File: src/sv/complex_fir_decimator_defines.svh
// Assertion macros shared by the complex FIR decimator RTL.
// Each macro expects clk_i and rst_ni to be in scope at the point of use.
`ifndef COMPLEX_FIR_DECIMATOR_DEFINES_SVH
`define COMPLEX_FIR_DECIMATOR_DEFINES_SVH

// Checked only outside reset.
`define CFD_ASSERT(name, prop, msg) \
  name: assert property (@(posedge clk_i) disable iff (!rst_ni) prop) \
    else $error(msg);

// Checked at every edge, reset included.
`define CFD_ASSERT_ALWAYS(name, prop, msg) \
  name: assert property (@(posedge clk_i) prop) \
    else $error(msg);

`endif

File: src/sv/cfd_pkg.sv
// Package for the complex FIR decimator: defaults, fixed formats, the
// stage control struct and the elaboration-time tap generator. No dependencies.
`default_nettype none

package cfd_pkg;

  // Defaults for the top-level parameters
  localparam int RATIO_DFLT       = 4;
  localparam int HALF_TAPS_DFLT   = 16;
  localparam int SAMPLE_BITS_DFLT = 16;

  // Tap format is Q1.17; output is the accumulator scaled down by 2^17
  localparam int COEF_W    = 18;
  localparam int OUT_SHIFT = 17;

  // Result buffer depth (power of two)
  localparam int RES_DEPTH = 8;

  // Fixed-point constants for the tap generator
  localparam longint          Q30_ONE    = 64'sd1073741824;
  localparam longint unsigned TWO_PI_Q30 = 64'd6746518852;
  localparam longint          PI_Q26     = 64'sd210828714;
  localparam longint          COEF_MAX   = 64'sd131071;
  localparam longint          COEF_MIN   = -64'sd131072;

  // Control carried along the pipeline with each sample beat
  typedef struct packed {
    logic valid;
    logic start;
    logic emit;
  } cfd_ctl_t;

  // Unsigned 64-bit quotient by shift-subtract (elaboration only)
  function automatic longint unsigned udiv64(input longint unsigned num,
                                             input longint unsigned den);
    logic [63:0] rem;
    logic [63:0] quo;
    rem = '0;
    quo = '0;
    for (int b = 63; b >= 0; b--) begin
      rem = {rem[62:0], num[b]};
      if (rem >= den) begin
        rem    = rem - den;
        quo[b] = 1'b1;
      end
    end
    return quo;
  endfunction

  // Signed quotient truncated toward zero
  function automatic longint sdiv64(input longint a, input longint b);
    longint unsigned am;
    longint unsigned bm;
    longint unsigned q;
    am = $unsigned((a < 0) ? -a : a);
    bm = $unsigned((b < 0) ? -b : b);
    q  = udiv64(am, bm);
    return ((a < 0) != (b < 0)) ? -$signed(q) : $signed(q);
  endfunction

  // Sine of num/den turns in Q30, degree-15 Taylor series on a reduced angle
  function automatic longint sin_q30(input longint num, input longint den);
    longint unsigned am;
    longint unsigned rem;
    longint unsigned r;
    longint unsigned p;
    longint unsigned mag;
    longint unsigned x;
    longint unsigned x2;
    longint unsigned term;
    longint          t;
    longint          sum;
    am  = $unsigned((num < 0) ? -num : num);
    rem = am - udiv64(am, $unsigned(den)) * $unsigned(den);
    r   = ((num < 0) && (rem != 0)) ? $unsigned(den) - rem : rem;
    p   = udiv64(r << 32, $unsigned(den));
    if (p < (64'd1 << 30)) begin
      t = $signed(p);
    end else if (p < (64'd3 << 30)) begin
      t = (64'sd1 <<< 31) - $signed(p);
    end else begin
      t = $signed(p) - (64'sd1 <<< 32);
    end
    mag  = $unsigned((t < 0) ? -t : t);
    x    = (mag * TWO_PI_Q30) >> 32;
    x2   = (x * x) >> 30;
    term = x;
    sum  = $signed(x);
    for (int k = 1; k <= 7; k++) begin
      term = udiv64((term * x2) >> 30, 64'(2 * k * (2 * k + 1)));
      sum  = k[0] ? sum - $signed(term) : sum + $signed(term);
    end
    return (t < 0) ? -sum : sum;
  endfunction

  // Blackman-windowed sinc tap idx, scaled by 1/ratio, rounded into Q1.17
  function automatic logic signed [COEF_W-1:0] tap_coef(input int idx,
                                                        input int ratio,
                                                        input int half_taps);
    longint          ratio_l;
    longint          half_l;
    longint          idx_l;
    longint          m;
    longint          sinc;
    longint          c1;
    longint          c2;
    longint          w;
    longint          prod;
    longint          c;
    longint unsigned mag;
    longint unsigned dv;
    longint unsigned q;
    ratio_l = ratio;
    half_l  = half_taps;
    idx_l   = idx;
    m       = idx_l - half_l;
    if (m == 0) begin
      sinc = Q30_ONE;
    end else begin
      sinc = sdiv64(sin_q30(m, 2 * ratio_l) * ratio_l * (64'sd1 <<< 26), PI_Q26 * m);
    end
    c1   = sin_q30(idx_l * 4 + 2 * half_l, 8 * half_l);
    c2   = sin_q30(idx_l * 4 + half_l, 4 * half_l);
    w    = sdiv64(42 * Q30_ONE - 50 * c1 + 8 * c2, 64'sd100);
    prod = sinc * w;
    mag  = $unsigned((prod < 0) ? -prod : prod);
    dv   = $unsigned(ratio_l) << 43;
    q    = udiv64(mag + (dv >> 1), dv);
    c    = (prod < 0) ? -$signed(q) : $signed(q);
    if (c > COEF_MAX) begin
      c = COEF_MAX;
    end
    if (c < COEF_MIN) begin
      c = COEF_MIN;
    end
    return c[COEF_W-1:0];
  endfunction

endpackage

`default_nettype wire

File: src/sv/cfd_tap_cell.sv
// One cell of the transposed FIR chain: registered tap product and the
// partial sum handed to the next cell toward the output. Depends on cfd_pkg.
`default_nettype none

module cfd_tap_cell #(
  parameter int                                  SAMPLE_BITS = cfd_pkg::SAMPLE_BITS_DFLT,
  parameter int                                  ACC_W       = 40,
  parameter logic signed [cfd_pkg::COEF_W-1:0]   COEF        = '0
) (
  input  wire logic                           clk_i,
  input  wire logic                           rst_ni,
  input  wire cfd_pkg::cfd_ctl_t              s1_i,
  input  wire cfd_pkg::cfd_ctl_t              s2_i,
  input  wire logic signed [SAMPLE_BITS-1:0]  x_re_i,
  input  wire logic signed [SAMPLE_BITS-1:0]  x_im_i,
  input  wire logic signed [ACC_W-1:0]        sum_re_i,
  input  wire logic signed [ACC_W-1:0]        sum_im_i,
  output logic signed [ACC_W-1:0]             sum_re_o,
  output logic signed [ACC_W-1:0]             sum_im_o
);

  localparam int PROD_W = SAMPLE_BITS + cfd_pkg::COEF_W;

  logic signed [PROD_W-1:0] p_re_q, p_im_q;
  logic signed [ACC_W-1:0]  s_re_q, s_im_q, s_re_d, s_im_d;
  logic signed [ACC_W-1:0]  carry_re, carry_im;

  // Tap product of the current sample
  always_ff @(posedge clk_i) begin
    if (s1_i.valid) begin
      p_re_q <= PROD_W'(x_re_i) * PROD_W'(COEF);
      p_im_q <= PROD_W'(x_im_i) * PROD_W'(COEF);
    end
  end

  // Partial sum; a start beat drops the older history
  always_comb begin
    carry_re = s2_i.start ? '0 : sum_re_i;
    carry_im = s2_i.start ? '0 : sum_im_i;
    s_re_d   = ACC_W'(p_re_q) + carry_re;
    s_im_d   = ACC_W'(p_im_q) + carry_im;
  end

  always_ff @(posedge clk_i or negedge rst_ni) begin
    if (!rst_ni) begin
      s_re_q <= '0;
      s_im_q <= '0;
    end else if (s2_i.valid) begin
      s_re_q <= s_re_d;
      s_im_q <= s_im_d;
    end
  end

  assign sum_re_o = s_re_q;
  assign sum_im_o = s_im_q;

endmodule

`default_nettype wire

File: config.mk
export PLATFORM = sky130hd
export DESIGN_NAME = cfd_tap_cell
export DESIGN_NICKNAME = d
export VERILOG_FILES = /design/src/sv/complex_fir_decimator_defines.svh /design/src/sv/cfd_pkg.sv /design/src/sv/cfd_tap_cell.sv
export SDC_FILE = /design/constraint.sdc
export NUM_CORES = 1
export LEC_CHECK = 0
export ABC_AREA = 1
export ABC_CLOCK_PERIOD_IN_PS = 800
export BUFFER_PORTS_ARGS = -buffer_cell sky130_fd_sc_hd__buf_2
export CAP_MARGIN = 10
export CORE_UTILIZATION = 40
export CTS_BUF_LIST = sky130_fd_sc_hd__clkbuf_4
export DETAILED_ROUTE_END_ITERATION = 7
export PLACE_DENSITY = 0.8
export SLEW_MARGIN = 20
export SYNTH_ARGS = -nofsm -noshare
export SYNTH_HDL_FRONTEND = slang
export SYNTH_SLANG_ARGS = --single-unit
File: constraint.sdc
create_clock -name clk_i -period 0.8 [get_ports clk_i]
set_input_delay 0.16 -clock clk_i [delete_from_list [all_inputs] [get_ports clk_i]]
set_output_delay 0.16 -clock clk_i [all_outputs]
set_load 0.02 [all_outputs]
==> flow_metrics.env <==
export IMPL_finClkSkew_ps=0
export IMPL_yosysMostFrequentCell="nand2_1"
export IMPL_slowest_delay_ps=430
export IMPL_crit_type="reg2out"
export IMPL_yosysUniqueCellTypes=10
export IMPL_crit_slowest_cell="dfrtp_1"
export IMPL_setup_viol=90
export IMPL_cts_num_sinks=80
export IMPL_timing_final_crit_period_ps=1150
export IMPL_synth_flop_cell="dfrtp_1"
export IMPL_ys_seq_area_share_pct=61.68
export IMPL_worst_slew_pin_slew_ps=236.7
export IMPL_ir_worst_vdd_mv=0.8547
export IMPL_top_usage_layer="met2"
export IMPL_period_share_pct=143.7
export IMPL_synthArstFlopShare_pct=100.0
export IMPL_synth_seq_cells=80
export IMPL_p_leak_nw=3.277
export IMPL_violations="negative setup slack"
export IMPL_grt_overflow_total=0
export IMPL_dieArea_um2=8478
export IMPL_final_max_slew_violation_count=0
export IMPL_synth_top_cell_area_share_pct=61.68
export IMPL_grt_pass1_vias=3734
export IMPL_numCtsBuffers=9
export IMPL_start_kind="flop"
export IMPL_cts_max_level=3
export IMPL_synth_edff_count=0
export IMPL_ys_top_cells_by_count="150 x nand2_1, 80 x dfrtp_1, 80 x nand3_1"
export IMPL_critical_path_top_delay_family="flip-flops"
export IMPL_root_buffer="clkbuf_4"
export IMPL_wire_per_inst_um=16.39
export IMPL_arrival_ps=990
export IMPL_use_met2_pct=52.55
export IMPL_fillers=451
export IMPL_clk_pin_slew_ps=130
export IMPL_design_area_um2=5996
export IMPL_status="complete, but fails checks"
export IMPL_fin_ws_ps=-350.0
export IMPL_worstSkewPairLatency_ps=410
export IMPL_cp_cell_sequence="buf_6"
export IMPL_place_congestion=0.7025
export IMPL_hpwl_um=5505
export IMPL_crit_buf_inv=1
export IMPL_core_area_um2=7767
export IMPL_drtPass1Iterations=4
export IMPL_cts_tree="built"
export IMPL_syn2layout_area_growth_pct=84.73
export IMPL_maxCapViolCount=0
export IMPL_vias=3663
export IMPL_avgViaCountPerCell=4.950
export IMPL_yosysWarnings=0
export IMPL_met1_usage_pct=28.98
export IMPL_die_h_um=92.08
export IMPL_synth_nets=467
export IMPL_relSlewSlack_pct=84.22
export IMPL_crit_path_max_fanout=2
export IMPL_grt_max_degree=50
export IMPL_placed_area_um2=4154
export IMPL_drc=0
export IMPL_track_usage_pct=27.67
export IMPL_nets=753
export IMPL_grt_pass1_wl_um=18040
export IMPL_clock_path_buffers=2
export IMPL_synth_area_leaders="dfrtp_1 62%, nand2_1 17%, nand3_1 12%, buf_6 2.8%, nand2_2 1.9%"
export IMPL_initial_core_util_pct=41.78
export IMPL_clock_fmax_ghz=0.8696
export IMPL_cp_required_ps=640
export IMPL_drive_gt1_share_pct=40.13
export IMPL_io_pins=200
export IMPL_drt_iter0_markers=192
export IMPL_syn_area_um2=3246
export IMPL_finalSetupTns_ps=-26620
export IMPL_hp_class="in2async"
export IMPL_synth_cells=347
export IMPL_met3_usage_pct=5.307
export IMPL_powerDensity_nw_per_um2=1568
export IMPL_fp_dieW_um=92.08
export IMPL_antenna_found_initial=0
export IMPL_synth_avg_cell_area_um2=9.353
export IMPL_n_antenna_cell=0
export IMPL_hold_viol=0
export IMPL_rows=32
export IMPL_rsz0062_at_grt="true"
export IMPL_yosysTopAreaCell="dfrtp_1"
export IMPL_port_buffer_count=163
export IMPL_wl_um=12130
export IMPL_endpoint_kind="output pin"
export IMPL_drt_antenna_violating_nets=0
## per-layer routing
metal | vias up | share of wire (%)
met4 | 0 | 3.7
met3 | 41 | 6.3
li1 | 1677 | -
met2 | 202 | 54
met1 | 1743 | 36
met5 | - | 0
## final timing paths
path,start,to,slack [ps],cells after the start
min,rst_ni,sum_im_o[7],70,2
min in group clk_i,s2_i[1],sum_im_o[16],200,5
min reg2reg,sum_re_o[5],sum_re_o[5],520,2
max in group asynchronous,rst_ni,sum_re_o[1],320,3
max,sum_re_o[21],sum_re_o[21],-350,1
max reg2reg,sum_im_o[11],sum_im_o[11],-80,4
## sequential cells by signal (all words and copies together), names as in the netlist
name	flops
sum_im_o	40
sum_re_o	40
## cells in the final DEF (no fill, tap or decap), types with 2 or more instances in the layout
| master | count |
|---|---|
| clkinvlp_4 | 2 |
| clkbuf_4 | 11 |
| inv_6 | 2 |
| buf_4 | 43 |
| buf_2 | 82 |
| nand2_4 | 3 |
| nand2_1 | 140 |
| nand2_2 | 17 |
| dlygate4sd3_1 | 81 |
| nand3_1 | 80 |
| buf_6 | 86 |
| buf_12 | 8 |
| dfrtp_1 | 80 |
## power by group
part / switching [W] / internal [W] / total (W)
Sequential: 0.000262 / 0.00435 / 0.00462
Clock: 0.00136 / 0.000706 / 0.00206
Combinational: 0.00127 / 0.00145 / 0.00272
Total: 0.00289 / 0.00651 / 0.00940
## cell families (layout without fill, tap and decap cells)
| group | after synthesis | in the layout | synth area share, % |
|---|---|---|---|
| buf+inv | 27 | 318 | 6.708 |
| flops | 80 | 80 | 61.68 |
| simple gates | 240 | 240 | 31.61 |
## repair_timing
item                                    CTS  global route
setup buffers                            22            26
pin swaps                                 0             8
endpoints found under the setup margin   80            86
resized for setup                       160            19
hold buffers                             81             0
hold endpoints to repair                160             0
gates cloned                              0             0
## stage by stage
| step | hold WS, ps | total power (W) | util, % | cells | setup slack [ps] |
|---|---|---|---|---|---|
| detailed placement | -33.69 | 0.006232 | 53.48 | 596 | -99.12 |
| CTS | 42.86 | 0.009201 | 73.97 | 715 | -376.9 |
| global route | 41.36 | 0.009866 | 77.19 | 740 | -409.8 |
| global placement | -32.88 | 0.006181 | 53.48 | 596 | -61.17 |
| finish | 67.89 | 0.009399 | 77.19 | 740 | -350.0 |
| floorplan | -135.6 | 0.005491 | - | 347 | 113.8 |
## area by class of cell
type / instances / area [µm²] / area share [%]
clock buffers: 11 / 82.58 / 1.377
clock inverters: 5 / 32.53 / 0.5426
inverters: 2 / 12.51 / 0.2087
multi-input cells: 240 / 1066 / 17.78
flip-flops and latches: 80 / 2002 / 33.39
well taps: 102 / 127.6 / 2.129
repair buffers: 300 / 2673 / 44.57
Note: power is estimated with default switching activity, not from simulation.
