**src/sv/complex_fir_decimator_defines.svh**
```systemverilog
// Assertion macros shared by the complex FIR decimator RTL.
// Each macro expects clk_i and rst_ni to be in scope at the point of use.
`ifndef COMPLEX_FIR_DECIMATOR_DEFINES_SVH
`define COMPLEX_FIR_DECIMATOR_DEFINES_SVH

// Checked only outside reset.
`define CFD_ASSERT(name, prop, msg) \
  name: assert property (@(posedge clk_i) disable iff (!rst_ni) prop) \
    else $error(msg);

// Checked at every edge, reset included.
`define CFD_ASSERT_ALWAYS(name, prop, msg) \
  name: assert property (@(posedge clk_i) prop) \
    else $error(msg);

`endif

```
**src/sv/cfd_pkg.sv**
```systemverilog
// Package for the complex FIR decimator: defaults, fixed formats, the
// stage control struct and the elaboration-time tap generator. No dependencies.
`default_nettype none

package cfd_pkg;

  // Defaults for the top-level parameters
  localparam int RATIO_DFLT       = 4;
  localparam int HALF_TAPS_DFLT   = 16;
  localparam int SAMPLE_BITS_DFLT = 16;

  // Tap format is Q1.17; output is the accumulator scaled down by 2^17
  localparam int COEF_W    = 18;
  localparam int OUT_SHIFT = 17;

  // Result buffer depth (power of two)
  localparam int RES_DEPTH = 8;

  // Fixed-point constants for the tap generator
  localparam longint          Q30_ONE    = 64'sd1073741824;
  localparam longint unsigned TWO_PI_Q30 = 64'd6746518852;
  localparam longint          PI_Q26     = 64'sd210828714;
  localparam longint          COEF_MAX   = 64'sd131071;
  localparam longint          COEF_MIN   = -64'sd131072;

  // Control carried along the pipeline with each sample beat
  typedef struct packed {
    logic valid;
    logic start;
    logic emit;
  } cfd_ctl_t;

  // Unsigned 64-bit quotient by shift-subtract (elaboration only)
  function automatic longint unsigned udiv64(input longint unsigned num,
                                             input longint unsigned den);
    logic [63:0] rem;
    logic [63:0] quo;
    rem = '0;
    quo = '0;
    for (int b = 63; b >= 0; b--) begin
      rem = {rem[62:0], num[b]};
      if (rem >= den) begin
        rem    = rem - den;
        quo[b] = 1'b1;
      end
    end
    return quo;
  endfunction

  // Signed quotient truncated toward zero
  function automatic longint sdiv64(input longint a, input longint b);
    longint unsigned am;
    longint unsigned bm;
    longint unsigned q;
    am = $unsigned((a < 0) ? -a : a);
    bm = $unsigned((b < 0) ? -b : b);
    q  = udiv64(am, bm);
    return ((a < 0) != (b < 0)) ? -$signed(q) : $signed(q);
  endfunction

  // Sine of num/den turns in Q30, degree-15 Taylor series on a reduced angle
  function automatic longint sin_q30(input longint num, input longint den);
    longint unsigned am;
    longint unsigned rem;
    longint unsigned r;
    longint unsigned p;
    longint unsigned mag;
    longint unsigned x;
    longint unsigned x2;
    longint unsigned term;
    longint          t;
    longint          sum;
    am  = $unsigned((num < 0) ? -num : num);
    rem = am - udiv64(am, $unsigned(den)) * $unsigned(den);
    r   = ((num < 0) && (rem != 0)) ? $unsigned(den) - rem : rem;
    p   = udiv64(r << 32, $unsigned(den));
    if (p < (64'd1 << 30)) begin
      t = $signed(p);
    end else if (p < (64'd3 << 30)) begin
      t = (64'sd1 <<< 31) - $signed(p);
    end else begin
      t = $signed(p) - (64'sd1 <<< 32);
    end
    mag  = $unsigned((t < 0) ? -t : t);
    x    = (mag * TWO_PI_Q30) >> 32;
    x2   = (x * x) >> 30;
    term = x;
    sum  = $signed(x);
    for (int k = 1; k <= 7; k++) begin
      term = udiv64((term * x2) >> 30, 64'(2 * k * (2 * k + 1)));
      sum  = k[0] ? sum - $signed(term) : sum + $signed(term);
    end
    return (t < 0) ? -sum : sum;
  endfunction

  // Blackman-windowed sinc tap idx, scaled by 1/ratio, rounded into Q1.17
  function automatic logic signed [COEF_W-1:0] tap_coef(input int idx,
                                                        input int ratio,
                                                        input int half_taps);
    longint          ratio_l;
    longint          half_l;
    longint          idx_l;
    longint          m;
    longint          sinc;
    longint          c1;
    longint          c2;
    longint          w;
    longint          prod;
    longint          c;
    longint unsigned mag;
    longint unsigned dv;
    longint unsigned q;
    ratio_l = ratio;
    half_l  = half_taps;
    idx_l   = idx;
    m       = idx_l - half_l;
    if (m == 0) begin
      sinc = Q30_ONE;
    end else begin
      sinc = sdiv64(sin_q30(m, 2 * ratio_l) * ratio_l * (64'sd1 <<< 26), PI_Q26 * m);
    end
    c1   = sin_q30(idx_l * 4 + 2 * half_l, 8 * half_l);
    c2   = sin_q30(idx_l * 4 + half_l, 4 * half_l);
    w    = sdiv64(42 * Q30_ONE - 50 * c1 + 8 * c2, 64'sd100);
    prod = sinc * w;
    mag  = $unsigned((prod < 0) ? -prod : prod);
    dv   = $unsigned(ratio_l) << 43;
    q    = udiv64(mag + (dv >> 1), dv);
    c    = (prod < 0) ? -$signed(q) : $signed(q);
    if (c > COEF_MAX) begin
      c = COEF_MAX;
    end
    if (c < COEF_MIN) begin
      c = COEF_MIN;
    end
    return c[COEF_W-1:0];
  endfunction

endpackage

`default_nettype wire

```
**src/sv/cfd_out_stage.sv**
```systemverilog
// Output stage of the complex FIR decimator: rounding, saturation and a
// small result buffer toward the output channel. Depends on cfd_pkg and the defines header.
`default_nettype none
`include "complex_fir_decimator_defines.svh"

module cfd_out_stage #(
  parameter int SAMPLE_BITS = cfd_pkg::SAMPLE_BITS_DFLT,
  parameter int ACC_W       = 40
) (
  input  wire logic                       clk_i,
  input  wire logic                       rst_ni,
  input  wire cfd_pkg::cfd_ctl_t          ctl_i,
  input  wire logic signed [ACC_W-1:0]    acc_re_i,
  input  wire logic signed [ACC_W-1:0]    acc_im_i,
  input  wire logic                       out_ready_i,
  output logic                            out_valid_o,
  output logic signed [SAMPLE_BITS-1:0]   out_re_o,
  output logic signed [SAMPLE_BITS-1:0]   out_im_o,
  output logic                            saturated_o
);

  localparam int RND_W = ACC_W + 1;
  localparam int SCL_W = RND_W - cfd_pkg::OUT_SHIFT;
  localparam int DEPTH = cfd_pkg::RES_DEPTH;
  localparam int PTR_W = $clog2(DEPTH);
  localparam int CNT_W = $clog2(DEPTH + 1);

  localparam logic signed [RND_W-1:0] RND_HALF = RND_W'(1) << (cfd_pkg::OUT_SHIFT - 1);
  localparam logic signed [SCL_W-1:0] OUT_MAX  =
    {{(SCL_W - SAMPLE_BITS + 1){1'b0}}, {(SAMPLE_BITS - 1){1'b1}}};
  localparam logic signed [SCL_W-1:0] OUT_MIN  =
    {{(SCL_W - SAMPLE_BITS + 1){1'b1}}, {(SAMPLE_BITS - 1){1'b0}}};

  // Clip a scaled value; top bit of the result flags clipping
  function automatic logic [SAMPLE_BITS:0] clip_fn(input logic signed [SCL_W-1:0] v);
    logic                          clipped;
    logic signed [SCL_W-1:0]       r;
    clipped = 1'b0;
    r       = v;
    if (v > OUT_MAX) begin
      r       = OUT_MAX;
      clipped = 1'b1;
    end
    if (v < OUT_MIN) begin
      r       = OUT_MIN;
      clipped = 1'b1;
    end
    return {clipped, r[SAMPLE_BITS-1:0]};
  endfunction

  logic signed [RND_W-1:0]       rnd_re, rnd_im;
  logic signed [SCL_W-1:0]       scl_re, scl_im;
  logic [SAMPLE_BITS:0]          cl_re, cl_im;
  logic                          push, pop;

  logic signed [SAMPLE_BITS-1:0] re_mem [DEPTH];
  logic signed [SAMPLE_BITS-1:0] im_mem [DEPTH];
  logic                          sat_mem [DEPTH];
  logic [PTR_W-1:0]              wr_ptr_q, rd_ptr_q;
  logic [CNT_W-1:0]              count_q, count_d;

  // Round half up, drop 17 fraction bits, clip
  always_comb begin
    rnd_re = RND_W'(acc_re_i) + RND_HALF;
    rnd_im = RND_W'(acc_im_i) + RND_HALF;
    scl_re = rnd_re[RND_W-1:cfd_pkg::OUT_SHIFT];
    scl_im = rnd_im[RND_W-1:cfd_pkg::OUT_SHIFT];
    cl_re  = clip_fn(scl_re);
    cl_im  = clip_fn(scl_im);
  end

  assign push        = ctl_i.valid & ctl_i.emit;
  assign out_valid_o = (count_q != '0);
  assign pop         = out_valid_o & out_ready_i;

  // Result buffer storage
  always_ff @(posedge clk_i) begin
    if (push) begin
      re_mem[wr_ptr_q]  <= cl_re[SAMPLE_BITS-1:0];
      im_mem[wr_ptr_q]  <= cl_im[SAMPLE_BITS-1:0];
      sat_mem[wr_ptr_q] <= cl_re[SAMPLE_BITS] | cl_im[SAMPLE_BITS];
    end
  end

  always_comb begin
    count_d = count_q;
    case ({push, pop})
      2'b10:   count_d = count_q + 1'b1;
      2'b01:   count_d = count_q - 1'b1;
      default: count_d = count_q;
    endcase
  end

  always_ff @(posedge clk_i or negedge rst_ni) begin
    if (!rst_ni) begin
      wr_ptr_q <= '0;
      rd_ptr_q <= '0;
      count_q  <= '0;
    end else begin
      if (push) begin
        wr_ptr_q <= wr_ptr_q + 1'b1;
      end
      if (pop) begin
        rd_ptr_q <= rd_ptr_q + 1'b1;
      end
      count_q <= count_d;
    end
  end

  assign out_re_o    = re_mem[rd_ptr_q];
  assign out_im_o    = im_mem[rd_ptr_q];
  assign saturated_o = sat_mem[rd_ptr_q];

  `CFD_ASSERT(a_no_overflow, push |-> (count_q < CNT_W'(DEPTH)) || pop, "result buffer overflow")
  `CFD_ASSERT(a_pop_count, (pop && !push) |=> (count_q == $past(count_q) - 1'b1), "count off after pop")

endmodule

`default_nettype wire

```
**config.mk**
```make
export PLATFORM = sky130hd
export DESIGN_NAME = cfd_out_stage
export DESIGN_NICKNAME = d
export VERILOG_FILES = /design/src/sv/cfd_pkg.sv /design/src/sv/cfd_out_stage.sv
export VERILOG_INCLUDE_DIRS = /design/src /design/src/sv
export SDC_FILE = /design/constraint.sdc
export NUM_CORES = 1
export LEC_CHECK = 0
export BUFFER_PORTS_ARGS = -buffer_cell sky130_fd_sc_hd__buf_2
export CAP_MARGIN = 20
export CORE_UTILIZATION = 45
export DETAILED_ROUTE_END_ITERATION = 16
export MAX_ROUTING_LAYER = met4
export PLACE_DENSITY = 0.66
export SLEW_MARGIN = 20
export SYNTH_ARGS = -nofsm -noshare
export SYNTH_HDL_FRONTEND = slang
export SYNTH_SLANG_ARGS = --single-unit
```
**constraint.sdc**
```tcl
create_clock -name clk_i -period 4.53 [get_ports clk_i]
set_input_delay 1.359 -clock clk_i [delete_from_list [all_inputs] [get_ports clk_i]]
set_output_delay 1.359 -clock clk_i [all_outputs]
set_load 0.05 [all_outputs]
```
==> results of run 1 <==
## final timing paths
kind	start	end	slack, ns	cells past startpoint
max	rd_ptr_q[0]	out_im_o[15]	0.37	4
min in group asynchronous	rst_ni	wr_ptr_q[2]	0.69	1
max reg2reg	count_q[3]	count_q[3]	2.01	10
max in group asynchronous	rst_ni	rd_ptr_q[0]	3.62	1
min reg2reg	count_q[3]	count_q[3]	0.47	1
min	count_q[3]	count_q[3]	0.47	1
## synth_stat cells, types with 2 or more instances
| cell type | count | area, um2 |
|---|---|---|
| a311oi_1 | 2 | 17.5 |
| and4_1 | 7 | 61.3 |
| ha_1 | 7 | 87.6 |
| nand3_1 | 18 | 90.1 |
| and3_1 | 11 | 68.8 |
| o211ai_1 | 5 | 37.5 |
| a21o_1 | 3 | 22.5 |
| buf_2 | 7 | 35.0 |
| buf_1 | 2 | 7.51 |
| nor4_2 | 3 | 37.5 |
| nand4_2 | 2 | 25.0 |
| nor2b_1 | 2 | 12.5 |
| or3_1 | 3 | 18.8 |
| nand4_1 | 6 | 37.5 |
| o21ai_1 | 7 | 35.0 |
| inv_1 | 11 | 41.3 |
| nor2_1 | 17 | 63.8 |
| nand3b_1 | 2 | 15.0 |
| a211oi_1 | 2 | 15.0 |
| nand3_2 | 2 | 20.0 |
| nand2b_1 | 4 | 25.0 |
| nor4_1 | 2 | 12.5 |
| a221oi_2 | 2 | 30.0 |
| nand2_1 | 26 | 97.6 |
| edfxtp_1 | 264 | 7930 |
| or2_2 | 2 | 12.5 |
| o21ai_0 | 8 | 40.0 |
| xnor2_1 | 25 | 219 |
| xor2_1 | 16 | 140 |
| mux2_2 | 35 | 394 |
| mux4_2 | 66 | 1490 |
| or4_1 | 3 | 22.5 |
| o22ai_1 | 4 | 25.0 |
| buf_6 | 4 | 45.0 |
| nor3_1 | 11 | 55.1 |
| o21ai_2 | 9 | 78.8 |
| clkbuf_1 | 14 | 52.6 |
| a21oi_1 | 28 | 140 |
| a21oi_2 | 2 | 17.5 |
| dfrtp_1 | 10 | 250 |
## power breakdown
part	switching (uW)	total (uW)	internal, uW
Combinational	1730	2820	1090
Sequential	191	3180	2990
Clock	886	2150	1260
## final cells by class
| class | instances | share of cell area |
|---|---|---|
| clock buffer | 31 | 0.0500 |
| clock inverter | 17 | 0.0119 |
| inverter | 12 | 0.00326 |
| multi-input combinational | 358 | 0.270 |
| sequential | 274 | 0.593 |
| tap | 335 | 0.0304 |
| timing repair buffer | 101 | 0.0420 |
## worst max-delay path: stages, from the launching register on
cell     delay [ns]
dfrtp_4        0.75
buf_4          0.43
mux4_2         0.55
mux2_2         0.31
buf_2          0.22
## sequential cells by signal, summed over array words and instances (netlist names)
signal    cells
re_mem      128
rd_ptr_q      3
count_q       4
wr_ptr_q      3
sat_mem       8
im_mem      128
## layer usage
| metal | vias to the layer above | track usage | routed length (um) |
|---|---|---|---|
| met3 | 39 | 0.0280 | 1070 |
| met5 | - | - | 0 |
| met1 | 3328 | 0.247 | 10700 |
| li1 | 2957 | - | - |
| met4 | 0 | 0.0467 | 462 |
| met2 | 159 | 0.318 | 12400 |
## cells by family after synthesis
logic type      count (synthesis)  share of synthesized area
flops                         274                      0.680
simple gates                  124                     0.0598
mux                           101                      0.156
compound gates                 84                     0.0501
xor+xnor                       41                     0.0298
buf+inv                        39                     0.0154
fa+ha+maj                       8                    0.00894
## per-stage QoR
step	total power, uW	std cells	area [um2]
after global routing	8480	1128	13800
after detailed placement	6090	1080	13000
after global placement	6040	1080	13000
after floorplan	5390	671	12000
final	8140	1128	13800
after CTS	8240	1128	13800
==> impl_metrics.toml, run 1 <==
[timing]
setup_violations = 0
tightest_slew_ns = 0.847
finalCriticalPeriod_ns = 4.16
skew_ns = 0.00667
finalMaxSlewViolations = 0
rsz0062_at_grt = "false"
fin_setup_tns_ns = 0
slew_headroom = 0.434
fin_crit_sh = 0.917
timing.fmax_mhz = 241
whs_ns = 0.466
setup_slack_ns = 0.374
final-hold-violation-count = 0

[routing]
antenna_left = 0
route.vias.total = 6483
drc_errors = 4
dr.pass1.iters = 11
routed_wl_mm = 24.7
drtIter0Drc = 423
drt-wirelength-per-cell_um = 21.9
viasPerCell = 5.75

[logic_synthesis]
async_reset_ff_frac = 0.0365
syn-num-nets = 765
avgSynthCellArea_um2 = 17.9
syn-cell-area_um2 = 12000
ys.flop_type = "edfxtp_1"
synth_edf_count = 264
syn_inst = 671
synth-seq-cells = 274
yosysSeqAreaShare = 0.680
ys_types = 57
ys_warn_count = 0

[clock_tree]
worstSkewPairLatency_ns = 0.52
cts.sinks = 274
cts_hold_buf = 0
clkTransAtPathRegs_ns = 0.06
tritoncts = "done"
htree_levels = 1
clk_path_buf_depth = 3
cts-buffers-inserted = 27
cts-root-buf = "clkbuf_16"
cts_resized = 0
postCtsSetupBuffers = 0

[worst_setup_path]
cp-start-kind = "flip-flop"
worstSetupEndpointType = "output port"
crit_type = "reg -> out"
crit_fanout = 24
cp_data_required_time_ns = 3.17
arrival_ns = 2.80

[cells_and_area]
seq_area_um2 = 8180
nFillCells = 2111
fin_util = 0.528
fin_nets = 868
area_growth_pct = 14.7
diodes = 0
final_cell_mix = "264 x edfxtp_1, 86 x buf_2, 66 x mux4_2"
drive_above_1_share = 0.353
layout_commonest_cell = "edfxtp_1"
multiInputGateArea_um2 = 3720

[place]
pre_cts_ws_ns = 0.314
io_buffers = 86
dp_hpwl_mm = 14.7
gp_congestion = 0.895

[grt]
antenna_found_initial = 0
grt_pass1_wl_mm = 37.5
first_global_vias = 6562
track_usage = 0.191
grt_max_degree = 51
grt_overflow = 0

[floorplan]
fp.dieW_um = 166
pin_count = 120
die_y_um = 166
die_area_um2 = 27400
initial_core_util = 0.460
rows = 59
core_area_um2 = 26100

[flow_run]
drv_cap = 0

[power_and_ir_drop]
power-per-cell-area_nw_per_um2 = 590
p_leak_uw = 0.00446
peakVddDrop_v = 0.000404

[run_status]
status = "complete, but fails checks"
failed_checks = "design-rule violations"

[hold_path]
min_path_type = "reg -> reg"
No activity file was read; power rests on OpenSTA's default activity.
==> run 2: changes to the inputs <==
--- a/config.mk
+++ b/config.mk
@@ -8,7 +8,9 @@
 export LEC_CHECK = 0
 export BUFFER_PORTS_ARGS = -buffer_cell sky130_fd_sc_hd__buf_2
 export CAP_MARGIN = 20
+export CORE_MARGIN = 2
 export CORE_UTILIZATION = 45
+export CTS_CLUSTER_DIAMETER = 80
 export DETAILED_ROUTE_END_ITERATION = 16
 export MAX_ROUTING_LAYER = met4
 export PLACE_DENSITY = 0.66
==> impl_metrics.toml, run 2 (same netlist as run 1, synthesis figures left out) <==
[timing]
timing.fmax_mhz = 243
setup_violations = 0
slew_headroom = 0.481
final-hold-violation-count = 0
tightest_slew_ns = 0.776
fin_crit_sh = 0.910
fin_setup_tns_ns = 0
rsz0062_at_grt = "false"
skew_ns = 0.0125
finalCriticalPeriod_ns = 4.12
finalMaxSlewViolations = 0

[clock_tree]
htree_levels = 1
cts.sinks = 274
worstSkewPairLatency_ns = 0.53
clkTransAtPathRegs_ns = 0.07
cts_hold_buf = 0
cts-root-buf = "clkbuf_16"
clk_path_buf_depth = 3
cts-buffers-inserted = 27
tritoncts = "done"
postCtsSetupBuffers = 0
cts_resized = 0

[cells_and_area]
area_growth_pct = 15.2
layout_commonest_cell = "edfxtp_1"
drive_above_1_share = 0.359
final_cell_mix = "264 x edfxtp_1, 86 x buf_2, 66 x mux4_2"
fin_nets = 871
top_regs = "im_mem x128, re_mem x128, sat_mem x8"
diodes = 0
fin_area_um2 = 13900

[grt]
grt_max_degree = 51
track_usage = 0.183
grt_overflow = 0
first_global_vias = 6693
antenna_found_initial = 0
grt_pass1_wl_mm = 38.4

[power_and_ir_drop]
p_sw_frac = 0.342
seqPwrFrac = 0.387
peakVddDrop_v = 0.000293
p_sw_uw = 2810
power-per-cell-area_nw_per_um2 = 592
comb_power_share = 0.343
clkPwrFrac = 0.270
p_total_uw = 8220
p_int_uw = 5400
p_leak_uw = 0.00450

[routing]
dr.pass1.iters = 11
drtIter0Drc = 491
met1_length_mm = 10.4
top_layer = "met4"
drc_errors = 1
wl_met2_mm = 12.9
route.vias.total = 6451
viasPerCell = 5.70
drt-wirelength-per-cell_um = 21.8
routed_wl_mm = 24.7
antenna_left = 0
met3RoutedLength_um = 910

[floorplan]
initial_core_util = 0.460
die_y_um = 168
pin_count = 120
rows = 59
core_area_um2 = 26100
die_area_um2 = 28100
fp.dieW_um = 168

[run_status]
status = "complete, but fails checks"
failed_checks = "design-rule violations"

[flow_run]
drv_cap = 0

[worst_setup_path]
cp_data_required_time_ns = 3.17
arrival_ns = 2.76
reg2reg_slack_ns = 1.98
cp-start-kind = "flip-flop"
crit_fanout = 25
crit_type = "reg -> out"
worstSetupEndpointType = "output port"

[place]
gp_congestion = 0.910
io_buffers = 86
dp_hpwl_mm = 15.5
placed_cell_area_um2 = 13000

[hold_path]
min_path_type = "reg -> reg"
[run 2: cell types whose count changed in the layout (fill, tap and decap cells not counted), sizes merged]
cell	delta
clkbuf	+1
buf	+3
bufinv	+1
clkinv	-2
[run 2: area by class of cell]
cell class,count,area [um2]
clock buffer,32,694
clock inverter,16,185
fill,2059,12300
inverter,12,45.0
multi-input combinational,358,3720
sequential,274,8180
tap,335,419
timing repair buffer,104,616
[run 2: metal layers]
metal | vias to the layer above | track usage
met5 | - | -
met4 | 0 | 0.0465
met3 | 36 | 0.0191
met2 | 138 | 0.317
met1 | 3322 | 0.233
li1 | 2955 | -
[run 2: critical path, cell delays in order, from the launching register on]
cell     delay [ns]
dfrtp_4        0.75
buf_4          0.43
mux4_2         0.55
mux2_2         0.29
buf_2          0.22
[run 2: power by group through the flow]
stage | registers, uW | clock network (uW) | logic [uW]
floorplan | 3090 | 0 | 2300
detailed placement | 3250 | 0 | 2850
finish | 3180 | 2220 | 2820
global route | 3220 | 2360 | 2980
global placement | 3230 | 0 | 2810
CTS | 3190 | 2260 | 2860
[run 2: worst paths after layout]
path	startpoint	endpoint	cells past startpoint
worst max-delay path	rd_ptr_q[0]	out_im_o[15]	4
worst min-delay path	count_q[3]	count_q[3]	1
worst max register to register	count_q[3]	count_q[3]	10
worst min register to register	count_q[3]	count_q[3]	1
max in group asynchronous	rst_ni	rd_ptr_q[0]	1
min in group asynchronous	rst_ni	count_q[0]	1
[run 2: metrics by stage]
step / cells / worst slack (ns) / hold WS [ns] / utilization
6_report: 1131 / 0.409 / 0.479 / 0.531
5_1_grt: 1131 / 0.212 / 0.496 / 0.531
4_1_cts: 1131 / 0.307 / 0.482 / 0.531
3_5_place_dp: 1083 / 0.361 / 0.469 / 0.497
3_3_place_gp: 1083 / 0.519 / 0.449 / 0.497
2_1_floorplan: 671 / 0.0223 / 0.434 / -
