$ cat config.mk
export PLATFORM = sky130hd
export DESIGN_NAME = cfd_seq_ctrl
export DESIGN_NICKNAME = d
export VERILOG_FILES = /design/src/sv/cfd_pkg.sv /design/src/sv/cfd_seq_ctrl.sv
export VERILOG_INCLUDE_DIRS = /design/src /design/src/sv
export SDC_FILE = /design/constraint.sdc
export NUM_CORES = 1
export LEC_CHECK = 0
export BUFFER_PORTS_ARGS = -buffer_cell sky130_fd_sc_hd__buf_2
export CAP_MARGIN = 0
export CELL_PAD_IN_SITES_DETAIL_PLACEMENT = 0
export CELL_PAD_IN_SITES_GLOBAL_PLACEMENT = 1
export CORE_MARGIN = 8
export CORE_UTILIZATION = 47
export CTS_CLUSTER_SIZE = 40
export DETAILED_ROUTE_END_ITERATION = 10
export PLACE_DENSITY = 0.91
export SLEW_MARGIN = 10
export SYNTH_ARGS = -nofsm -noshare
export SYNTH_HDL_FRONTEND = slang
export SYNTH_SLANG_ARGS = --single-unit
$ cat constraint.sdc
create_clock -name clk_i -period 5.7 [get_ports clk_i]
set_clock_uncertainty 0.1 [all_clocks]
set_input_delay 1.14 -clock clk_i [delete_from_list [all_inputs] [get_ports clk_i]]
set_output_delay 1.14 -clock clk_i [all_outputs]
set_load 0.005 [all_outputs]
$ cat src/sv/complex_fir_decimator_defines.svh
// Assertion macros shared by the complex FIR decimator RTL.
// Each macro expects clk_i and rst_ni to be in scope at the point of use.
`ifndef COMPLEX_FIR_DECIMATOR_DEFINES_SVH
`define COMPLEX_FIR_DECIMATOR_DEFINES_SVH

// Checked only outside reset.
`define CFD_ASSERT(name, prop, msg) \
  name: assert property (@(posedge clk_i) disable iff (!rst_ni) prop) \
    else $error(msg);

// Checked at every edge, reset included.
`define CFD_ASSERT_ALWAYS(name, prop, msg) \
  name: assert property (@(posedge clk_i) prop) \
    else $error(msg);

`endif

$ cat src/sv/cfd_pkg.sv
// Package for the complex FIR decimator: defaults, fixed formats, the
// stage control struct and the elaboration-time tap generator. No dependencies.
`default_nettype none

package cfd_pkg;

  // Defaults for the top-level parameters
  localparam int RATIO_DFLT       = 4;
  localparam int HALF_TAPS_DFLT   = 16;
  localparam int SAMPLE_BITS_DFLT = 16;

  // Tap format is Q1.17; output is the accumulator scaled down by 2^17
  localparam int COEF_W    = 18;
  localparam int OUT_SHIFT = 17;

  // Result buffer depth (power of two)
  localparam int RES_DEPTH = 8;

  // Fixed-point constants for the tap generator
  localparam longint          Q30_ONE    = 64'sd1073741824;
  localparam longint unsigned TWO_PI_Q30 = 64'd6746518852;
  localparam longint          PI_Q26     = 64'sd210828714;
  localparam longint          COEF_MAX   = 64'sd131071;
  localparam longint          COEF_MIN   = -64'sd131072;

  // Control carried along the pipeline with each sample beat
  typedef struct packed {
    logic valid;
    logic start;
    logic emit;
  } cfd_ctl_t;

  // Unsigned 64-bit quotient by shift-subtract (elaboration only)
  function automatic longint unsigned udiv64(input longint unsigned num,
                                             input longint unsigned den);
    logic [63:0] rem;
    logic [63:0] quo;
    rem = '0;
    quo = '0;
    for (int b = 63; b >= 0; b--) begin
      rem = {rem[62:0], num[b]};
      if (rem >= den) begin
        rem    = rem - den;
        quo[b] = 1'b1;
      end
    end
    return quo;
  endfunction

  // Signed quotient truncated toward zero
  function automatic longint sdiv64(input longint a, input longint b);
    longint unsigned am;
    longint unsigned bm;
    longint unsigned q;
    am = $unsigned((a < 0) ? -a : a);
    bm = $unsigned((b < 0) ? -b : b);
    q  = udiv64(am, bm);
    return ((a < 0) != (b < 0)) ? -$signed(q) : $signed(q);
  endfunction

  // Sine of num/den turns in Q30, degree-15 Taylor series on a reduced angle
  function automatic longint sin_q30(input longint num, input longint den);
    longint unsigned am;
    longint unsigned rem;
    longint unsigned r;
    longint unsigned p;
    longint unsigned mag;
    longint unsigned x;
    longint unsigned x2;
    longint unsigned term;
    longint          t;
    longint          sum;
    am  = $unsigned((num < 0) ? -num : num);
    rem = am - udiv64(am, $unsigned(den)) * $unsigned(den);
    r   = ((num < 0) && (rem != 0)) ? $unsigned(den) - rem : rem;
    p   = udiv64(r << 32, $unsigned(den));
    if (p < (64'd1 << 30)) begin
      t = $signed(p);
    end else if (p < (64'd3 << 30)) begin
      t = (64'sd1 <<< 31) - $signed(p);
    end else begin
      t = $signed(p) - (64'sd1 <<< 32);
    end
    mag  = $unsigned((t < 0) ? -t : t);
    x    = (mag * TWO_PI_Q30) >> 32;
    x2   = (x * x) >> 30;
    term = x;
    sum  = $signed(x);
    for (int k = 1; k <= 7; k++) begin
      term = udiv64((term * x2) >> 30, 64'(2 * k * (2 * k + 1)));
      sum  = k[0] ? sum - $signed(term) : sum + $signed(term);
    end
    return (t < 0) ? -sum : sum;
  endfunction

  // Blackman-windowed sinc tap idx, scaled by 1/ratio, rounded into Q1.17
  function automatic logic signed [COEF_W-1:0] tap_coef(input int idx,
                                                        input int ratio,
                                                        input int half_taps);
    longint          ratio_l;
    longint          half_l;
    longint          idx_l;
    longint          m;
    longint          sinc;
    longint          c1;
    longint          c2;
    longint          w;
    longint          prod;
    longint          c;
    longint unsigned mag;
    longint unsigned dv;
    longint unsigned q;
    ratio_l = ratio;
    half_l  = half_taps;
    idx_l   = idx;
    m       = idx_l - half_l;
    if (m == 0) begin
      sinc = Q30_ONE;
    end else begin
      sinc = sdiv64(sin_q30(m, 2 * ratio_l) * ratio_l * (64'sd1 <<< 26), PI_Q26 * m);
    end
    c1   = sin_q30(idx_l * 4 + 2 * half_l, 8 * half_l);
    c2   = sin_q30(idx_l * 4 + half_l, 4 * half_l);
    w    = sdiv64(42 * Q30_ONE - 50 * c1 + 8 * c2, 64'sd100);
    prod = sinc * w;
    mag  = $unsigned((prod < 0) ? -prod : prod);
    dv   = $unsigned(ratio_l) << 43;
    q    = udiv64(mag + (dv >> 1), dv);
    c    = (prod < 0) ? -$signed(q) : $signed(q);
    if (c > COEF_MAX) begin
      c = COEF_MAX;
    end
    if (c < COEF_MIN) begin
      c = COEF_MIN;
    end
    return c[COEF_W-1:0];
  endfunction

endpackage

`default_nettype wire

$ cat src/sv/cfd_seq_ctrl.sv
// Input sequencing for the complex FIR decimator: warmup and decimation
// counters, emit decision and output credit. Depends on cfd_pkg and the defines header.
`default_nettype none
`include "complex_fir_decimator_defines.svh"

module cfd_seq_ctrl #(
  parameter int RATIO     = cfd_pkg::RATIO_DFLT,
  parameter int HALF_TAPS = cfd_pkg::HALF_TAPS_DFLT
) (
  input  wire logic              clk_i,
  input  wire logic              rst_ni,
  input  wire logic              in_valid_i,
  input  wire logic              start_req_i,
  input  wire logic              out_fire_i,
  output logic                   in_ready_o,
  output cfd_pkg::cfd_ctl_t      ctl_o
);

  localparam int WARM_W   = $clog2(HALF_TAPS + 1);
  localparam int PHASE_W  = (RATIO > 1) ? $clog2(RATIO) : 1;
  localparam int CREDIT_W = $clog2(cfd_pkg::RES_DEPTH + 1);

  logic [WARM_W-1:0]   warm_q, warm_d, warm_cur;
  logic [PHASE_W-1:0]  phase_q, phase_d, phase_cur;
  logic [CREDIT_W-1:0] credit_q, credit_d;
  logic                accept;
  logic                emit;
  cfd_pkg::cfd_ctl_t   ctl_q, ctl_d;

  // Ready while the result buffer can still hold every result in flight
  assign in_ready_o = (credit_q < CREDIT_W'(cfd_pkg::RES_DEPTH));
  assign accept     = in_valid_i & in_ready_o;

  // Counters; a start beat sees them cleared
  always_comb begin
    warm_cur  = start_req_i ? '0 : warm_q;
    phase_cur = start_req_i ? '0 : phase_q;
    warm_d    = warm_q;
    phase_d   = phase_q;
    emit      = 1'b0;
    if (accept) begin
      if (warm_cur < WARM_W'(HALF_TAPS)) begin
        warm_d  = warm_cur + 1'b1;
        phase_d = phase_cur;
      end else begin
        warm_d  = warm_cur;
        emit    = (phase_cur == '0);
        phase_d = (phase_cur == PHASE_W'(RATIO - 1)) ? '0 : phase_cur + 1'b1;
      end
    end
  end

  // Credit: one per emitted result until its output beat leaves
  always_comb begin
    credit_d = credit_q;
    case ({accept & emit, out_fire_i})
      2'b10:   credit_d = credit_q + 1'b1;
      2'b01:   credit_d = credit_q - 1'b1;
      default: credit_d = credit_q;
    endcase
  end

  always_comb begin
    ctl_d       = '0;
    ctl_d.valid = accept;
    ctl_d.start = start_req_i;
    ctl_d.emit  = emit;
  end

  always_ff @(posedge clk_i or negedge rst_ni) begin
    if (!rst_ni) begin
      warm_q   <= '0;
      phase_q  <= '0;
      credit_q <= '0;
      ctl_q    <= '0;
    end else begin
      warm_q   <= warm_d;
      phase_q  <= phase_d;
      credit_q <= credit_d;
      ctl_q    <= ctl_d;
    end
  end

  assign ctl_o = ctl_q;

  `CFD_ASSERT(a_credit_bound, credit_q <= CREDIT_W'(cfd_pkg::RES_DEPTH), "credit overrun")
  `CFD_ASSERT(a_credit_drop, (credit_q < $past(credit_q)) |-> $past(out_fire_i), "credit lost without output beat")

endmodule

`default_nettype wire

==> flow_results.org, run 1 <==
** Outcome
- The run finished with clean final reports.

** Yosys
- Number of flip-flops and latches in the synthesized netlist :: 14
- The share of the Yosys chip area taken by registers is 0.425.
- The share of synthesized area in the top cell type comes to 0.425.
- Total nets after synthesis :: 90
- Count of synthesis-stage warnings from yosys :: 0
- Synthesis handed over a netlist of a little under 80 instances.
- Distinct cells, synth :: 30
- Each instance of the synthesized netlist takes up on average around 10 µm².
- Cell accounting for the most synthesized area :: sky130_fd_sc_hd__dfrtp_1
- For this run, the leading register cell type out of synthesis is sky130_fd_sc_hd__dfrtp_1.
- By area the synthesized netlist is led by sky130_fd_sc_hd__dfrtp_1 (42%), sky130_fd_sc_hd__ha_1 (7.6%), sky130_fd_sc_hd__nor2b_1 (5.3%).
- Cell Area, Synth :: approximately 800 µm²
- Number of enable-type register cells in the synthesized netlist :: 0
- Post-synth ARST share :: 1.00

** Pwr
- In this run the power density over the cells is 427 nW/µm².
- The worst-case IR drop observed on VDD is approximately 0.22 mV.
- In this run the static leakage power is ~0.42 nW.

** Floorplanning
- Height of the chip :: between 50 and 60 µm
- In this run the core area contains 15 standard-cell rows.
- Initial Utilization :: 0.488
- The floorplan step defined a core boundary enclosing around 1700 µm².
- Die Outline Area :: 3350 µm²
- Pin placement for this block handled 9 I/O pins.
- Die X :: just under 60 µm

** Clock tree
- The clock drives 14 sinks.
- Quantity of hold-fixing buffers added after cts :: 0
- Clock tree synthesis selected as its root buffer the cell sky130_fd_sc_hd__clkbuf_4.
- Clk pin slew, worst setup/hold paths :: 0.08 ns
- In this run the post-CTS setup repair buffer count came out at 0.
- In this run, post-CTS repair resized a total of 0 instances.
- Max clock buf depth :: 2
- TritonCTS built the clock tree.
- At the later pin of the worst-skew pair, clock insertion delay measures around 0.27 ns.
- In this run the number of H-tree levels came out at 1.
- TritonCTS created 3 clock buffers.

** Worst setup path
- Across all register-to-register paths, the minimum setup slack is around 3.1 ns.
- Critical path capture point type :: flip-flop
- Worst R2R Path Depth :: 8
- Among cell families on the critical path, the largest total delay comes from simple AND/OR/NAND/NOR gates.
- Arrival time reported for the critical path endpoint :: 3.16 ns
- Endpoint of the worst setup timing path :: credit_q[3]$_DFFE_PN0P_
- On the worst path, the slowest cell contributes a delay of around 0.51 ns.
- Slowest-stage cell, CP :: sky130_fd_sc_hd__or4b_1
- Category of the worst setup path launch point :: input port
- The critical path crosses 9 cells after its start point.
- The endpoint identified for the worst register-to-register timing path is credit_q[3]$_DFFE_PN0P_.
- Together, buffers and inverters on the worst path number 2.
- Worst setup path startpoint :: in_valid_i
- In this run the critical register-to-register path is launched from credit_q[3]$_DFFE_PN0P_.
- Biggest fanout along the worst timing path :: 9
- Startpoint-to-endpoint class of the critical path :: input port to flip-flop
- Counting stages on the worst path, the most repeated cell is sky130_fd_sc_hd__ha_1.
- Cell Chain, Critical Path :: buf_2, or2b_2, clkinv_4, nand3_1, ha_1, ha_1, or4b_1, o311ai_1, o211ai_1
- Data required time at the worst endpoint :: 5.76 ns

** Timing
- Setup TNS :: 0 ns
- Number of slew-limit violations in the final report :: 0
- Final critical path time including I/O delays and setup :: a little over 3 ns
- Worst Slack Setup Final :: about 2.6 ns
- In the finished design, the share of the clock period the worst path needs comes to 0.545.
- Transition time at the pin with the least slew margin :: between 0.3 and 0.4 ns
- Derived from the worst setup path, the maximum achievable clock frequency is roughly 320 MHz.
- Setup repair after global routing left no endpoint under its margin.
- Setup-failing EPs final :: 0
- The number of hold-slack violations in the final timing report is 0.
- The worst pin sits at a relative slew slack of 0.785.

** Layout
- Syn-to-layout area delta :: 9.26%
- Most frequent standard cell in the layout excluding fill and tap cells :: sky130_fd_sc_hd__dfrtp_1
- Once layout is complete, the cells apart from fillers number approximately 110.
- Util after Layout :: 0.533
- Fill count :: ~160
- Final nets :: 100
- Fraction of final layout cells with drive strength greater than 1 :: 0.182
- Leaving out fill and tap cells, the most frequent cells in the layout are sky130_fd_sc_hd__dfrtp_1 (14), sky130_fd_sc_hd__buf_2 (8), sky130_fd_sc_hd__nor2b_1 (7).
- 0 antenna diodes ended up in the layout.

** Placement
- Post-DP HPWL :: approximately 1 mm
- Worst slack at placement :: 2.29 ns
- Placed Cells :: 101
- The count of buffers added on input and output ports is 8.
- The congestion estimate from routability-driven global placement came to 0.723.

** Run
- The tool flagged a number of max-cap violations equal to 0.

** Detailed routing
- After detailed routing, the average wire length per cell comes to around 13 µm.
- The routed design has roughly 1.4 mm of wire.
- Post-detailed-route count of antenna-violating nets :: 0
- Remaining DRCs :: 0
- First-pass iteration count of the detailed router :: 4
- Routed via count divided by cell count :: 5.44
- Violation count after the first detailed-route iteration :: 14
- Summing over every cut layer, the via total after detailed routing is between 500 and 600.

** GRT
- Global-route wire length before repair :: approximately 2.4 mm
- Maximum number of pins on one net before global-route repair :: 15
- The number of antenna violations at the first check in global routing was 0.
- Summed over all layers, the global routing overflow is 0.
- GRT Overall Usage :: 0.0921
- Vias in the first global route :: approximately 540

** Hold path
- Classification of the worst-slack hold path :: flip-flop to flip-flop
## logic make-up (layout without fill, tap and decap cells)
logic type      after synthesis  after routing  synth area share
compound gates               17             17             0.138
xor+xnor                      2              2            0.0212
fa+ha+maj                     6              6             0.100
buf+inv                      10             19            0.0637
flops                        14             14             0.425
mux                           5              5            0.0637
simple gates                 25             25             0.188
## worst min-delay path by stage
| stage | from | endpoint | slack [ns] | cells past startpoint |
|---|---|---|---|---|
| 4_1_cts | credit_q[2]$_DFFE_PN0P_ | credit_q[2]$_DFFE_PN0P_ | 0.42 | 2 |
| 6_report | credit_q[2]$_DFFE_PN0P_ | credit_q[2]$_DFFE_PN0P_ | 0.41 | 2 |
| 5_1_grt | credit_q[0]$_DFFE_PN0P_ | credit_q[0]$_DFFE_PN0P_ | 0.46 | 1 |
| 3_3_place_gp | credit_q[2]$_DFFE_PN0P_ | credit_q[2]$_DFFE_PN0P_ | 0.39 | 2 |
| 3_5_place_dp | credit_q[2]$_DFFE_PN0P_ | credit_q[2]$_DFFE_PN0P_ | 0.40 | 2 |
| 2_1_floorplan | credit_q[2]$_DFFE_PN0P_ | credit_q[2]$_DFFE_PN0P_ | 0.36 | 2 |
## worst register-to-register path, stage by stage (launching register included)
cell	delay [ns]
sky130_fd_sc_hd__dfrtp_1	0.46
sky130_fd_sc_hd__or2b_2	0.38
sky130_fd_sc_hd__clkinv_4	0.09
sky130_fd_sc_hd__nand3_1	0.10
sky130_fd_sc_hd__ha_1	0.29
sky130_fd_sc_hd__ha_1	0.37
sky130_fd_sc_hd__or4b_1	0.51
sky130_fd_sc_hd__o311ai_1	0.10
sky130_fd_sc_hd__o211ai_1	0.11
## synthesized netlist by cell type, drive strengths merged, types with 2 or more instances
| cell type | count |
|---|---|
| nand2b | 2 |
| mux2i | 3 |
| a21oi | 4 |
| mux2 | 2 |
| buf | 3 |
| ha | 5 |
| o21ai | 5 |
| nand2 | 4 |
| nor3b | 5 |
| dfrtp | 14 |
| inv | 6 |
| nand3 | 3 |
| nor2b | 7 |
## cell type report
cell class                      count  area (µm²)  share of cell area
Sequential cell                    14         350               0.389
Tap cell                           17        21.3              0.0236
Inverter                            7        31.3              0.0347
Clock buffer                        4        36.3              0.0403
Timing Repair Buffer                8        40.0              0.0444
Multi-Input combinational cell     55         422               0.468
## registers in the layout (all words and copies together) (netlist names)
register and flops:
warm_q 5, credit_q 4, phase_q 2, ctl_o 3
## routing by layer
metal	vias to the layer above	GRT usage	wire length (µm)
met5	-	0	0
met4	0	0.0210	0
met3	0	0.0574	110
met2	10	0.139	589
met1	262	0.108	658
li1	299	-	-
## stage by stage
| step | area [µm²] | hold WS (ns) | power [mW] |
|---|---|---|---|
| floorplan | 825 | 0.359 | 0.283 |
| global placement | 865 | 0.386 | 0.313 |
| detailed placement | 865 | 0.402 | 0.319 |
| CTS | 901 | 0.422 | 0.392 |
| global route | 901 | 0.461 | 0.426 |
| finish | 901 | 0.412 | 0.385 |
## where the power goes
part	internal [mW]	switching (mW)	total (mW)
clock	0.0388	0.0304	0.0692
combinational	0.0741	0.0699	0.144
sequential	0.137	0.0346	0.171
(Power assumes the default switching activity.)
==> run 2: changes to the inputs <==
--- a/config.mk
+++ b/config.mk
@@ -11,10 +11,10 @@
 export CELL_PAD_IN_SITES_DETAIL_PLACEMENT = 0
 export CELL_PAD_IN_SITES_GLOBAL_PLACEMENT = 1
 export CORE_MARGIN = 8
-export CORE_UTILIZATION = 47
+export CORE_UTILIZATION = 39
 export CTS_CLUSTER_SIZE = 40
 export DETAILED_ROUTE_END_ITERATION = 10
-export PLACE_DENSITY = 0.91
+export PLACE_DENSITY = 0.82
 export SLEW_MARGIN = 10
 export SYNTH_ARGS = -nofsm -noshare
 export SYNTH_HDL_FRONTEND = slang
==> constraint.sdc (replaced) <==
create_clock -name clk_i -period 2.69 [get_ports clk_i]
set_clock_uncertainty 0.1 [all_clocks]
set_input_delay 0.538 -clock clk_i [delete_from_list [all_inputs] [get_ports clk_i]]
set_output_delay 0.538 -clock clk_i [all_outputs]
set_load 0.005 [all_outputs]
==> flow_results.org, run 2 (synthesis gave the netlist of run 1 again) <==
** Layout
- Util after Layout :: 0.495 (-0.0384)
- The finished layout cell area came to 981 µm² (+8.9%).
- Syn-to-layout area delta :: 19.0%
- Antenna diode instance count :: 0 (unchanged)
- Register with the most flip-flops :: warm_q
- The number of flip-flops in the largest register is 5 (unchanged).
- The ratio of cells with drive above 1 in the final layout came to 0.258 (+0.0759).
- Final nets :: 109 (+9.0%)
- Most frequent cells in the layout :: sky130_fd_sc_hd__dfrtp_1 (14), sky130_fd_sc_hd__buf_4 (9), sky130_fd_sc_hd__buf_2 (8)
- The library cell used most frequently in the layout, excluding fill and tap cells, is sky130_fd_sc_hd__dfrtp_1.

** Worst setup path
- The endpoint identified for the worst register-to-register timing path is credit_q[3]$_DFFE_PN0P_.
- The most critical setup path has its startpoint at credit_q[3]$_DFFE_PN0P_.
- The worst setup path is launched from a flip-flop.
- Biggest fanout along the worst timing path :: 5 (-4)
- The arrival time of the worst setup path was 2.42 ns (-0.74 ns).
- In this run the critical register-to-register path is launched from credit_q[3]$_DFFE_PN0P_.
- The critical path is of the flip-flop to flip-flop type.
- The depth of the worst register-to-register path was 8 (unchanged).
- The worst setup path is captured at a flip-flop.
- R2R setup slack :: 0.33 ns (-2.73 ns)
- The data required time of the critical path came to 2.74 ns (-3.02 ns).

** Clock tree
- Max clock buf depth :: 2 (unchanged)
- The tree is rooted in a sky130_fd_sc_hd__clkbuf_4.
- The number of sinks driven by the clock tree came to 14 (unchanged).
- Worst skew pair latency :: 0.27 ns (about the same)
- The number of buffers inserted for hold repair after clock tree synthesis is 0 (unchanged).
- The number of setup buffers added after CTS is 0 (unchanged).
- TritonCTS built the clock tree.
- The maximum level of the CTS H-tree came to 1 (unchanged).
- Cts repair resizes :: 0 (unchanged)
- The clock slew seen by the registers of the worst setup and hold paths came to 0.09 ns (about the same).
- Number of buffers created by CTS :: 3 (unchanged)

** Detailed routing
- Routed via count divided by cell count :: 5.32 (-2.1%)
- Routed wire length per instance :: 13.3 µm (+2.8%)
- Total length of routed wires :: 1.65 mm (+21%)
- Post-detailed-route count of antenna-violating nets :: 0 (unchanged)
- The residual DRC count was 0 (unchanged).
- Total via count in the routed design :: 660 (+16%)
- First-pass iteration count of the detailed router :: 4 (unchanged)
- Violation count after the first detailed-route iteration :: 25 (+11)

** Floorplanning
- Initial Utilization :: 0.416 (-0.0721)
- The row count came to 16 (+1).
- Die Outline Area :: 3840 µm² (+15%)
- Die X :: 62.0 µm (+7.1%)
- Height of the chip :: 62.0 µm (+7.1%)
- The number of I/O pins is 9 (unchanged).
- Std-Cell Core Area :: 1980 µm² (+17%)

** Timing
- Transition time at the pin with the least slew margin :: 0.330 ns (+0.00825 ns)
- The max-slew violation count came to 0 (unchanged).
- Highest attainable clock frequency :: 423 MHz
- Final critical path time including I/O delays and setup :: 2.36 ns
- Period utilization :: 0.879
- The final setup violation count is 0 (unchanged).
- Setup repair after global routing left no endpoint under its margin.
- Worst hold slack :: 0.0508 ns (-0.361 ns)
- Slew headroom :: 0.780 (-0.00550)
- The final-layout setup total negative slack is 0 ns (unchanged).
- The number of hold-slack violations in the final timing report came to 0 (unchanged).

** Hold path
- In this run the worst hold path is classified as input port to asynchronous set/reset pin.

** Pwr
- The combinational group share of total power came to 0.422 (+0.048).
- Sw Share :: 0.358 (+0.00769)
- The leakage power of the design is 0.463 nW (+11%).
- The total power of the final layout was 874 µW (+130%).
- P_int :: 561 µW (+120%)
- Switching power of the nets :: 313 µW (+130%)
- The power density of the placed cells was 891 nW/µm² (+110%).
- Relative contribution of the clock network to total power :: 0.171 (-0.009)
- The worst ir drop on vdd came to 0.479 mV (+110%).
- The fraction of power consumed by sequential logic is 0.408 (-0.038).

** GRT
- Initial antenna violation count :: 0 (unchanged)
- The aggregate global-route resource usage came to 0.0988 (+0.00671).
- Global-route wire length before repair :: 2.82 mm (+17%)
- The total overflow reported by the global router was 0 (unchanged).
- Maximum number of pins on one net before global-route repair :: 15 (unchanged)
- Vias in the first global route :: 675 (+25%)

** Outcome
- Outcome :: finished, final reports clean

** Placement
- Final weighted congestion in routability-driven placement :: 0.747 (+3.3%)
- Post-DP HPWL :: 1.31 mm (+29%)
- Post-DP Area :: 945 µm² (+9.3%)
- The count of input and output buffers was 8 (unchanged).

** Run
- Reported max-cap violation count :: 0 (unchanged)
-- run 2: cell count changes in the layout (fill, tap and decap cells not counted), sizes merged --
cell / before / now
buf: 8 / 17
-- run 2: how the worst max path moves through the flow --
stage | end | slack (ns) | cells past startpoint
floorplan | credit_q[3]$_DFFE_PN0P_ | 0.12 | 8
global placement | credit_q[3]$_DFFE_PN0P_ | 0.12 | 9
detailed placement | credit_q[3]$_DFFE_PN0P_ | 0.06 | 9
CTS | credit_q[3]$_DFFE_PN0P_ | 0.31 | 8
global route | credit_q[3]$_DFFE_PN0P_ | 0.23 | 8
finish | credit_q[3]$_DFFE_PN0P_ | 0.33 | 8
-- run 2: final cells by class --
class                   count  area, µm²
fillers                   195       1000
multi-input cells          55        422
flip-flops and latches     14        350
repair buffers             17        108
clock buffers               4       36.3
well taps                  27       33.8
inverters                   7       31.3
-- run 2: power by group through the flow --
stage	sequential [mW]	clock, mW	combinational [mW]
floorplan	0.348	0	0.251
global placement	0.356	0	0.346
detailed placement	0.359	0	0.372
CTS	0.356	0.156	0.372
global route	0.366	0.171	0.411
finish	0.356	0.149	0.369
-- run 2: layer usage --
metal	part of all wire	wire, µm	up-vias	track usage
met5	0	0	-	0
met4	0	0	0	0.0487
met3	0.064	106	0	0.0247
met2	0.53	870	20	0.171
met1	0.41	671	321	0.109
li1	-	-	319	-
-- run 2: critical path, stage by stage (launching register included) --
cell and delay, ns:
sky130_fd_sc_hd__dfrtp_1 0.38, sky130_fd_sc_hd__or2b_2 0.36, sky130_fd_sc_hd__clkinv_4 0.06, sky130_fd_sc_hd__nand3_1 0.08, sky130_fd_sc_hd__ha_1 0.23, sky130_fd_sc_hd__ha_1 0.30, sky130_fd_sc_hd__or4b_1 0.50, sky130_fd_sc_hd__o311ai_1 0.11
sky130_fd_sc_hd__o211ai_1 0.12
-- run 2: per-stage QoR --
step,setup slack (ns),instances
after floorplan,0.121,79
after global placement,0.119,120
after detailed placement,0.0552,120
after CTS,0.314,124
after global routing,0.225,124
final,0.327,124
